File: config.mk
export PLATFORM = sky130hd
export DESIGN_NAME = group_reversal_reorder
export DESIGN_NICKNAME = d
export VERILOG_FILES = /design/src/grr_pkg.sv /design/src/grr_front.sv /design/src/grr_queue.sv /design/src/grr_back.sv /design/src/group_reversal_reorder.sv
export SDC_FILE = /design/constraint.sdc
export NUM_CORES = 2
export LEC_CHECK = 0
export BUFFER_PORTS_ARGS = -buffer_cell sky130_fd_sc_hd__buf_2
export CORE_ASPECT_RATIO = 1.2
export CORE_UTILIZATION = 55
export DETAILED_ROUTE_END_ITERATION = 12
export PLACE_DENSITY = 0.71
export SYNTH_ARGS = -nofsm -noshare
export SYNTH_HDL_FRONTEND = slang
export SYNTH_SLANG_ARGS = --single-unit
File: constraint.sdc
create_clock -name clk -period 6.4 [get_ports clk]
set_input_delay 1.28 -clock clk [delete_from_list [all_inputs] [get_ports clk]]
set_output_delay 1.28 -clock clk [all_outputs]
set_load 0.01 [all_outputs]
File: src/grr_pkg.sv
// Shared types and constants for the group reversal reorder block.
package grr_pkg;

    // Width of the group size register.
    localparam int CFG_W = 5;

    // Width of one list element.
    localparam int DATA_W = 32;

    // Flags that travel with each closed group from front to back.
    typedef struct packed {
        logic bank;   // buffer bank that holds the group
        logic rev;    // 1: emit newest first, 0: emit in arrival order
        logic fin;    // group closes the list
    } grp_flags_t;

endpackage

File: src/grr_front.sv
// Front end: accepts words, writes them to the group buffer and closes groups.
module grr_front #(
    parameter int MAX_GROUP = 16
) (
    input  logic                          clk,
    input  logic                          rst_n,
    input  logic                          cfg_we,
    input  logic [grr_pkg::CFG_W-1:0]     cfg_wdata,
    input  logic                          in_valid,
    output logic                          in_stall,
    input  logic [grr_pkg::DATA_W-1:0]    value,
    input  logic                          last,
    output logic                          wr_en,
    output logic [$clog2(MAX_GROUP):0]    wr_addr,
    output logic [grr_pkg::DATA_W-1:0]    wr_data,
    output logic                          push,
    output grr_pkg::grp_flags_t           push_flags,
    output logic [$clog2(MAX_GROUP+1)-1:0] push_cnt,
    input  logic                          free_valid,
    input  logic                          free_bank
);
    import grr_pkg::*;

    localparam int AW   = $clog2(MAX_GROUP);
    localparam int CW   = $clog2(MAX_GROUP + 1);
    localparam int CMPW = (CW > CFG_W) ? CW : CFG_W;

    logic [CFG_W-1:0] group_size_reg;
    logic [CW-1:0]    fill_reg, fill_next;
    logic             bank_reg, bank_next;
    logic [1:0]       busy_reg, busy_next;
    logic [CW-1:0]    cnt_inc;
    logic             accept;
    logic             size_hit;
    logic             close;

    // A bank is busy from the moment its group closes until the back end has read it.
    assign in_stall = busy_reg[bank_reg];
    assign accept   = in_valid && !in_stall;

    // Group closes on reaching the size (a size of zero closes at once), on a full bank,
    // or on the end of the list.
    assign cnt_inc  = fill_reg + CW'(1);
    assign size_hit = (CMPW'(cnt_inc) >= CMPW'(group_size_reg)) || (cnt_inc == CW'(MAX_GROUP));
    assign close    = size_hit || last;

    // Buffer write port.
    assign wr_en   = accept;
    assign wr_addr = {bank_reg, fill_reg[AW-1:0]};
    assign wr_data = value;

    // Descriptor of the closed group.
    assign push            = accept && close;
    assign push_flags.bank = bank_reg;
    assign push_flags.rev  = size_hit;
    assign push_flags.fin  = last;
    assign push_cnt        = cnt_inc;

    // Next-state logic for fill count, bank select and bank busy bits.
    always_comb
    begin
        fill_next = fill_reg;
        bank_next = bank_reg;
        busy_next = busy_reg;
        if (free_valid)
        begin
            busy_next[free_bank] = 1'b0;
        end
        if (accept)
        begin
            if (close)
            begin
                fill_next           = '0;
                bank_next           = !bank_reg;
                busy_next[bank_reg] = 1'b1;
            end
            else
            begin
                fill_next = cnt_inc;
            end
        end
    end

    // Control registers.
    always_ff @(posedge clk or negedge rst_n)
    begin
        if (!rst_n)
        begin
            group_size_reg <= CFG_W'(1);
            fill_reg       <= '0;
            bank_reg       <= 1'b0;
            busy_reg       <= '0;
        end
        else
        begin
            if (cfg_we)
            begin
                group_size_reg <= cfg_wdata;
            end
            fill_reg <= fill_next;
            bank_reg <= bank_next;
            busy_reg <= busy_next;
        end
    end

endmodule

File: src/grr_queue.sv
// Two-entry queue of closed-group descriptors between front and back.
module grr_queue #(
    parameter int DW = 8
) (
    input  logic          clk,
    input  logic          rst_n,
    input  logic          push,
    input  logic [DW-1:0] din,
    input  logic          pop,
    output logic          not_empty,
    output logic [DW-1:0] dout
);
    logic [DW-1:0] entry_reg [2];
    logic          wptr_reg, wptr_next;
    logic          rptr_reg, rptr_next;
    logic [1:0]    cnt_reg, cnt_next;
    logic          do_push;
    logic          do_pop;

    assign not_empty = (cnt_reg != 2'd0);
    assign dout      = entry_reg[rptr_reg];
    assign do_push   = push && (cnt_reg != 2'd2);
    assign do_pop    = pop && not_empty;

    // Pointer and occupancy update.
    always_comb
    begin
        wptr_next = do_push ? !wptr_reg : wptr_reg;
        rptr_next = do_pop ? !rptr_reg : rptr_reg;
        cnt_next  = cnt_reg;
        if (do_push && !do_pop)
        begin
            cnt_next = cnt_reg + 2'd1;
        end
        else if (!do_push && do_pop)
        begin
            cnt_next = cnt_reg - 2'd1;
        end
    end

    always_ff @(posedge clk or negedge rst_n)
    begin
        if (!rst_n)
        begin
            wptr_reg <= 1'b0;
            rptr_reg <= 1'b0;
            cnt_reg  <= 2'd0;
        end
        else
        begin
            wptr_reg <= wptr_next;
            rptr_reg <= rptr_next;
            cnt_reg  <= cnt_next;
        end
    end

    // Descriptor storage.
    always_ff @(posedge clk)
    begin
        if (do_push)
        begin
            entry_reg[wptr_reg] <= din;
        end
    end

endmodule

File: src/grr_back.sv
// Back end: owns the two-bank group buffer and plays closed groups out.
module grr_back #(
    parameter int MAX_GROUP = 16
) (
    input  logic                           clk,
    input  logic                           rst_n,
    input  logic                           wr_en,
    input  logic [$clog2(MAX_GROUP):0]     wr_addr,
    input  logic [grr_pkg::DATA_W-1:0]     wr_data,
    input  logic                           q_valid,
    input  grr_pkg::grp_flags_t            q_flags,
    input  logic [$clog2(MAX_GROUP+1)-1:0] q_cnt,
    output logic                           q_pop,
    output logic                           free_valid,
    output logic                           free_bank,
    output logic                           out_valid,
    input  logic                           out_stall,
    output logic [grr_pkg::DATA_W-1:0]     value_res,
    output logic                           run_last,
    output logic                           stream_end
);
    import grr_pkg::*;

    localparam int AW    = $clog2(MAX_GROUP);
    localparam int CW    = $clog2(MAX_GROUP + 1);
    // Each bank spans the full address range of its AW index bits.
    localparam int DEPTH = 2 << AW;

    logic [DATA_W-1:0] mem [DEPTH];

    logic [CW-1:0]     k_reg, k_next;
    logic [CW-1:0]     idx;
    logic              k_last;
    logic              issue;
    logic              move;

    logic              rd_valid_reg, rd_valid_next;
    logic [DATA_W-1:0] rd_data_reg;
    logic              rd_last_reg;
    logic              rd_end_reg;

    logic              out_valid_reg, out_valid_next;
    logic [DATA_W-1:0] out_data_reg;
    logic              out_last_reg;
    logic              out_end_reg;

    // Read stage hands its word on when the output register is empty or being taken.
    assign move  = rd_valid_reg && (!out_valid_reg || !out_stall);
    assign issue = q_valid && (!rd_valid_reg || move);

    // Element index within the group, newest first when reversing.
    assign k_last = (k_reg == q_cnt - CW'(1));
    assign idx    = q_flags.rev ? (q_cnt - CW'(1) - k_reg) : k_reg;

    // Last read of a group retires its descriptor and releases its bank.
    assign q_pop      = issue && k_last;
    assign free_valid = q_pop;
    assign free_bank  = q_flags.bank;

    always_comb
    begin
        k_next = k_reg;
        if (issue)
        begin
            k_next = k_last ? '0 : k_reg + CW'(1);
        end
        rd_valid_next  = issue || (rd_valid_reg && !move);
        out_valid_next = move || (out_valid_reg && out_stall);
    end

    always_ff @(posedge clk or negedge rst_n)
    begin
        if (!rst_n)
        begin
            k_reg         <= '0;
            rd_valid_reg  <= 1'b0;
            out_valid_reg <= 1'b0;
        end
        else
        begin
            k_reg         <= k_next;
            rd_valid_reg  <= rd_valid_next;
            out_valid_reg <= out_valid_next;
        end
    end

    // Group buffer: one write port from the front, one registered read port.
    always_ff @(posedge clk)
    begin
        if (wr_en)
        begin
            mem[wr_addr] <= wr_data;
        end
    end

    always_ff @(posedge clk)
    begin
        if (issue)
        begin
            rd_data_reg <= mem[{q_flags.bank, idx[AW-1:0]}];
            rd_last_reg <= k_last;
            rd_end_reg  <= k_last && q_flags.fin;
        end
    end

    // Output register.
    always_ff @(posedge clk)
    begin
        if (move)
        begin
            out_data_reg <= rd_data_reg;
            out_last_reg <= rd_last_reg;
            out_end_reg  <= rd_end_reg;
        end
    end

    assign out_valid  = out_valid_reg;
    assign value_res  = out_data_reg;
    assign run_last   = out_last_reg;
    assign stream_end = out_end_reg;

endmodule

File: src/group_reversal_reorder.sv
// Top level of the group reversal reorder block.
//
// Input words (value, last) arrive on in_valid/in_stall; reordered words leave on
// out_valid/out_stall with value_res, run_last and stream_end. A word moves when valid
// is high and stall is low. cfg_we/cfg_wdata write group_size; write it only while the
// block is idle. Each group of group_size words leaves newest first; a shorter group
// closed by last leaves in arrival order. run_last marks the final word of each group,
// stream_end the final word of the list.
// A group is read out once its closing word is taken, through the queue, the read
// register and the output register. Throughput: one word per cycle in and out,
// sustained. The buffer has two banks of MAX_GROUP words, so the front fills one
// group while the back plays out the previous one; in_stall rises only when both banks
// hold closed groups not yet read out, which sets the rate when the receiver stalls.
// A stalled output word holds; the back keeps one more word in its read stage.
// Reset clears group_size to 1 (pass-through), empties the buffer and the queue;
// no clearing pass is needed and words are taken on the first cycle after reset.
module group_reversal_reorder #(
    parameter int MAX_GROUP = 16
) (
    input  logic                       clk,
    input  logic                       rst_n,
    input  logic                       cfg_we,
    input  logic [grr_pkg::CFG_W-1:0]  cfg_wdata,
    input  logic                       in_valid,
    output logic                       in_stall,
    input  logic signed [31:0]         value,
    input  logic                       last,
    output logic                       out_valid,
    input  logic                       out_stall,
    output logic signed [31:0]         value_res,
    output logic                       run_last,
    output logic                       stream_end
);
    import grr_pkg::*;

    localparam int AW = $clog2(MAX_GROUP);
    localparam int CW = $clog2(MAX_GROUP + 1);
    localparam int FW = $bits(grp_flags_t);
    localparam int QW = FW + CW;

    logic              wr_en;
    logic [AW:0]       wr_addr;
    logic [DATA_W-1:0] wr_data;
    logic              push;
    grp_flags_t        push_flags;
    logic [CW-1:0]     push_cnt;
    logic              q_valid;
    logic              q_pop;
    logic [QW-1:0]     q_dout;
    grp_flags_t        q_flags;
    logic [CW-1:0]     q_cnt;
    logic              free_valid;
    logic              free_bank;
    logic [DATA_W-1:0] res_data;

    grr_front #(
        .MAX_GROUP (MAX_GROUP)
    ) u_front (
        .clk        (clk),
        .rst_n      (rst_n),
        .cfg_we     (cfg_we),
        .cfg_wdata  (cfg_wdata),
        .in_valid   (in_valid),
        .in_stall   (in_stall),
        .value      (value),
        .last       (last),
        .wr_en      (wr_en),
        .wr_addr    (wr_addr),
        .wr_data    (wr_data),
        .push       (push),
        .push_flags (push_flags),
        .push_cnt   (push_cnt),
        .free_valid (free_valid),
        .free_bank  (free_bank)
    );

    grr_queue #(
        .DW (QW)
    ) u_queue (
        .clk       (clk),
        .rst_n     (rst_n),
        .push      (push),
        .din       ({push_flags, push_cnt}),
        .pop       (q_pop),
        .not_empty (q_valid),
        .dout      (q_dout)
    );

    assign q_flags = q_dout[QW-1:CW];
    assign q_cnt   = q_dout[CW-1:0];

    grr_back #(
        .MAX_GROUP (MAX_GROUP)
    ) u_back (
        .clk        (clk),
        .rst_n      (rst_n),
        .wr_en      (wr_en),
        .wr_addr    (wr_addr),
        .wr_data    (wr_data),
        .q_valid    (q_valid),
        .q_flags    (q_flags),
        .q_cnt      (q_cnt),
        .q_pop      (q_pop),
        .free_valid (free_valid),
        .free_bank  (free_bank),
        .out_valid  (out_valid),
        .out_stall  (out_stall),
        .value_res  (res_data),
        .run_last   (run_last),
        .stream_end (stream_end)
    );

    assign value_res = res_data;

endmodule

Word level (Yosys, flattened, before mapping)
Memory sizes are Yosys's and may differ from the RTL's. A register that Yosys moved wholly into a read port is not among the register bits.
Cells that the tools add are included.
{ "word_totals": {"register_bits": 60, "mem_bits_rw": 1040, "in_bits": 43, "output_inout_bits": 36, "word_cells": 85, "mem_count": 2} }
{ "memory_table": {"columns": ["name", "words", "width", "read_ports", "rd_clocked_by_memory_dff", "write_ports", "line", "rtl"], "rows": [
  ["u_back.mem", 32, 32, 1, 1, 1, "grr_back.sv:29", "logic [DATA_W-1:0] mem [DEPTH];"],
  ["u_queue.entry_reg", 2, 8, 1, 0, 1, "grr_queue.sv:13", "logic [DW-1:0] entry_reg [2];"]
]} }
{ "op_classes": {"n_addsub": 6, "magnitude_cmp": 5, "eq_ne": 3, "muxes": 18, "bitwise": 3, "n_reduce_logical": 33} }
{ "op_table": {"columns": ["cell", "count"], "rows": [
  ["1-bit logical AND", 14],
  ["5-bit by 1-bit adder with 5-bit output (second input constant)", 2],
  ["1-bit zero test", 10],
  ["2-bit 2-to-1 mux", 5],
  ["5-bit 2-to-1 mux", 2],
  ["1-bit 2-to-1 mux", 8],
  ["1-bit logical OR", 6],
  ["5-bit == test", 1],
  ["5-bit == test (second input constant)", 1],
  ["5-bit >= comparator", 1],
  ["5-bit by 1-bit subtractor with 5-bit output (second input constant)", 1],
  ["1-bit by 2-bit less-than comparator with 1-bit output (second input constant)", 2],
  ["4-bit 2-to-1 mux", 1],
  ["2-bit nonzero test", 2],
  ["4-bit subtractor", 1],
  ["2-bit by 1-bit adder with 2-bit output (second input constant)", 1],
  ["2-bit AND", 1],
  ["1-bit demux with 1-bit select", 2],
  ["1-bit >= comparator (second input constant)", 2],
  ["2-bit != test (second input constant)", 1],
  ["2-bit NOT", 1],
  ["2-bit bitwise OR", 1],
  ["2-bit AND reduction", 1],
  ["2-bit by 1-bit subtractor with 2-bit output (second input constant)", 1]
]} }

Logic depth before layout (Yosys ltp)
An unclocked memory read counts as a cell.
{ "logic_depth": {"word_depth": 11, "depth_mapped": 15, "ltp_nobuf": 12} }

Modules after synthesis
A second synthesis with hierarchy kept.
{ "hier_totals": {"hier_cells": 3271, "hier_area_um2": 47306.6} }
{ "modules_own_cells": {"columns": ["module", "instances", "cells_each", "area_per_inst_um2", "seq_area_each_um2"], "rows": [
  ["grr_back", 1, 3106, 45424.8, 32966.6],
  ["grr_front", 1, 121, 1098.6, 326.6],
  ["grr_queue", 1, 44, 783.3, 580.6]
]} }

Worst setup path after synthesis
No wires, ideal clock.
{ "synth_timing": {"path_type": "input to register", "start": "input port out_stall", "end": "register u_back.out_last_reg (netlist: u_back.run_last), enable pin", "setup_time_ns": 0.477, "t_arrival_ns": 3.777, "path_slack_ns": 2.145, "path_stages": 1, "path_buffers": 0, "cell_sequence": "a21boi_0"} }
{ "synth_via": {"elab_chain_cells": 3} }
{ "synth_lines": {"columns": ["element", "line", "rtl"], "rows": [
  ["start: declaration", "group_reversal_reorder.sv:29", "input logic out_stall,"],
  ["1-bit zero test", "grr_back.sv:48", "assign move = rd_valid_reg && (!out_valid_reg || !out_stall);"],
  ["1-bit logical OR", "grr_back.sv:48", null],
  ["1-bit logical AND", "grr_back.sv:48", null],
  ["end signal: assignment", "grr_back.sv:112", "out_last_reg <= rd_last_reg;"],
  ["end: declaration", "grr_back.sv:44", "logic out_last_reg;"]
]} }
No other way between the ends.
A chain may end at the register's enable or synchronous reset.

Worst setup path after layout
{ "layout_timing": {"start": "register u_queue.rptr_reg", "end": "register u_back.rd_data_reg[2] (read register of u_back.mem), data pin"} }
{ "layout_via": {"elab_chain_cells": 4} }
{ "layout_lines": {"columns": ["element", "line", "rtl"], "rows": [
  ["start: declaration", "grr_queue.sv:15", "logic rptr_reg, rptr_next;"],
  ["start signal: assignment", "grr_queue.sv:52", "rptr_reg <= rptr_next;"],
  ["memory read 2 x 8 bit (*)", null, null],
  ["5-bit by 1-bit subtractor with 5-bit output", null, null],
  ["4-bit subtractor", "grr_back.sv:53", "assign idx = q_flags.rev ? (q_cnt - CW'(1) - k_reg) : k_reg;"],
  ["4-bit 2-to-1 mux", "grr_back.sv:53", null],
  ["end: declaration", "grr_back.sv:38", "logic [DATA_W-1:0] rd_data_reg;"]
]} }
Mark *: on every way between the ends. The rest lies on a longest branch, timed or not.

==> summary.txt <==
Status
  • Status: finished, final reports clean

Timing
  • Crit path time final: ~4.6 ns
  • Pins Over Slew Limit: 0
  • Setup TNS: 0 ns
  • Final hold slack: ~0.43 ns
  • Relative slew slack: 3.85%
  • RSZ-0062 raised after global routing: no
  • Final setup viols: 0
  • Fmax: around 0.22 GHz
  • Worst Skew: 0.0173 ns
  • Period utilization: between 70 and 80%
  • Final Hold Fails: 0
  • Worst slew pin tran: 1.44 ns
  • Setup ws final: 1.83 ns

Synth
  • Asr flop ratio synth: 2.12%
  • EDFF count, synth: 1,108
  • Predominant post-synthesis flop cell: edfxtp_1
  • Gate Count Post-Synth: 2,975
  • Cell Area, Synth: 44,000 um^2
  • Sequential area share after synthesis: 76.9%
  • Mean post-synth cell area: 14.8 um^2
  • Syn nets: 3,035
  • Netlist cell types: 49
  • Ys Warns: 0
  • #FFs+latches synth: 1,132

Floorplanning
  • Initial core utilization: a little under three fifths
  • Die width: roughly 260 um
  • Die area: 81,200 um^2
  • Row cnt: 113
  • Top Ports: 79
  • Core area: 79,200 um^2
  • Die Ht: 312 um

Final layout
  • Register area: 33,900 um^2
  • Layout cells sized above 1: 11.4%
  • Area of the multi-input gates: 9660 um^2
  • Nets@finish: 3,112
  • Core Util, Final: 62.6%
  • Fillers: 5,512
  • Area delta synth->final: 12.6%
  • Most frequent cells in the layout: 1,108 x edfxtp_1, 977 x nand2_1, 168 x mux2i_1
  • Finished Layout Cells: 4,177
  • Commonest non-fill, non-tap cell in the layout: edfxtp_1
  • Max FFs per register: 1,024
  • Final instance area: 49,600 um^2

CTS
  • Hold Buf Count CTS: 0
  • CTS clk-pin slew, worst paths: ~0.060 ns
  • CTS tree: yes
  • Clk Latency, worst-skew pair: 0.68 ns
  • Post_cts resized: 0
  • Cts bufs inserted: ~100
  • H-tree depth: 3
  • CTS sink cnt: 1,132
  • Root Driver: clkbuf_16
  • CTS Buffer Depth: 3
  • Post-CTS setup buffer count: 0

Critical path
  • CP arrival: 4.99 ns
  • Critical path fanouts, max: 21
  • Crit path largest cell delay: 0.80 ns
  • Setup crit end kind: flip-flop
  • Cell mode on critical path: ha_1
  • Worst Setup Start Kind: flip-flop
  • CP cell instances: mux2i_1 > ha_1 > inv_1 > ha_1 > nor2b_1 > o21ai_0 > a21oi_1 > mux2_2 > a211oi_4 > buf_4 > a22oi_1 > o211a_1
  • Slowest-stage cell, CP: a211oi_4
  • Worst path required time: around 6.8 ns
  • WS Path Type: flip-flop to flip-flop

Power and ir drop
  • Worst VDD drop: 806 uV
  • Overall Power: approximately 27 mW
  • Static leakage: 17.6 nW
  • Pwr dens: ~540 nW/um^2

GRT
  • Largest net degree at the start of global routing: 130
  • GRT Total Usage: 28.4%
  • Number of antenna violations at the first check in global routing: 6
  • Total grt overflow: 0
  • First-pass GRT wire length: 167 mm
  • Vias in the first global route: about 26,000

Worst hold path
  • Hold Path Class: flip-flop to flip-flop

Placement
  • Placed Cells incl. Taps: 3,981
  • Gpl congestion: 0.835
  • Setup WS pre-CTS: a little under 2 ns
  • PortBufs: 78
  • Detailed Place HPWL: 57.4 mm
  • Placed Area: 45,900 um^2

Route
  • DRC: 0
  • Initial DRC Count: 3,444
  • Wire per inst: 27.5 um
  • Via count: 26,400
  • ANT nets after route: 0
  • Via-to-Cell Ratio: 6.33
  • Total routed wirelength: 115 mm
  • TritonRoute pass-1 iters: 6

Flow run
  • Maxcap violations: 0
==> critical path, delay by kind of cell, from the launching register on <==
family	cells	cell delay, ns
adder cells (fa/ha/maj)	2	0.56
buffers and inverters	2	0.68
flip-flops	1	0.77
AND/OR/NAND/NOR	1	0.13
AO/OA/AOI/OAI	5	1.44
multiplexers	2	0.71
==> cells in the mapped netlist (3+ instances only) <==
cell      number  area (um^2)
o221ai_1      95          832
a221oi_1      32          280
o21ai_0       18         90.1
xnor2_1        9         78.8
buf_1          5         18.8
nand3b_1       3         22.5
xor2_1         7         61.3
a22oi_1       32          240
nor2b_1        4         25.0
a21o_1         3         22.5
nor2_1        41          154
nor3_1         5         25.0
o22ai_1       33          206
and2_1         3         18.8
mux2i_1      170         1700
a32oi_1       95          832
buf_2         71          355
a22o_1         3         26.3
a211oi_1       3         22.5
nand2_1      980         3680
ha_1          16          200
buf_4         10         75.1
dfrtp_1       23          576
nand3_1       40          200
inv_1         15         56.3
clkbuf_1      87          327
mux2_2         5         56.3
o211a_1       32          320
nor3b_1        3         22.5
edfxtp_1    1108        33300
==> area by class of cell <==
| type | count | share of cell area [%] |
|---|---|---|
| clock inverter | 76 | 1.92 |
| tap | 1035 | 2.61 |
| timing repair buffer | 145 | 2.13 |
| multi-input combinational | 1654 | 19.5 |
| clock buffer | 119 | 5.45 |
| inverter | 15 | 0.114 |
| antenna | 1 | 0.00505 |
| sequential | 1132 | 68.3 |
==> path summary, 6_finish.rpt <==
path | start | endpoint | cells after the start | slack (ns)
min | u_back.rd_last_reg | u_back.run_last | 0 | 0.43
max in group asynchronous | rst_n | u_front.group_size_reg[0] | 1 | 5.45
min reg2reg | u_back.rd_last_reg | u_back.run_last | 0 | 0.43
min in group asynchronous | rst_n | u_back.out_valid | 1 | 0.59
max | u_queue.rptr_reg | u_back.rd_data_reg[2] | 12 | 1.83
max reg2reg | u_queue.rptr_reg | u_back.rd_data_reg[2] | 12 | 1.83
==> kinds of logic (layout without fill, tap and decap cells) <==
group / count (synthesis) / after routing / share of synthesized area, %
AOI/OAI and AO/OA: 357 / 357 / 6.72
xor gates and xnor gates: 16 / 16 / 0.318
adders and majority gates: 17 / 17 / 0.500
buffers and inverters: 189 / 355 / 1.91
DFF: 1132 / 1132 / 76.9
muxes: 177 / 177 / 4.08
other: 0 / 1 / 0
and+or+nand+nor: 1087 / 1087 / 9.55
==> routing by layer <==
layer  vias to the layer above  GRT usage [%]  wire [um]
met1                     13300           38.4      42900
met3                       272           4.70      11400
met5                         -              0         46
met4                         8           13.0       4930
li1                      11300              -          -
met2                      1562           45.5      55700
==> power breakdown <==
group | switching, mW | total, mW | internal (mW)
clock network | 2.71 | 6.63 | 3.92
registers | 0.259 | 9.02 | 8.76
logic | 7.20 | 10.9 | 3.74
(Power assumes the default switching activity.)
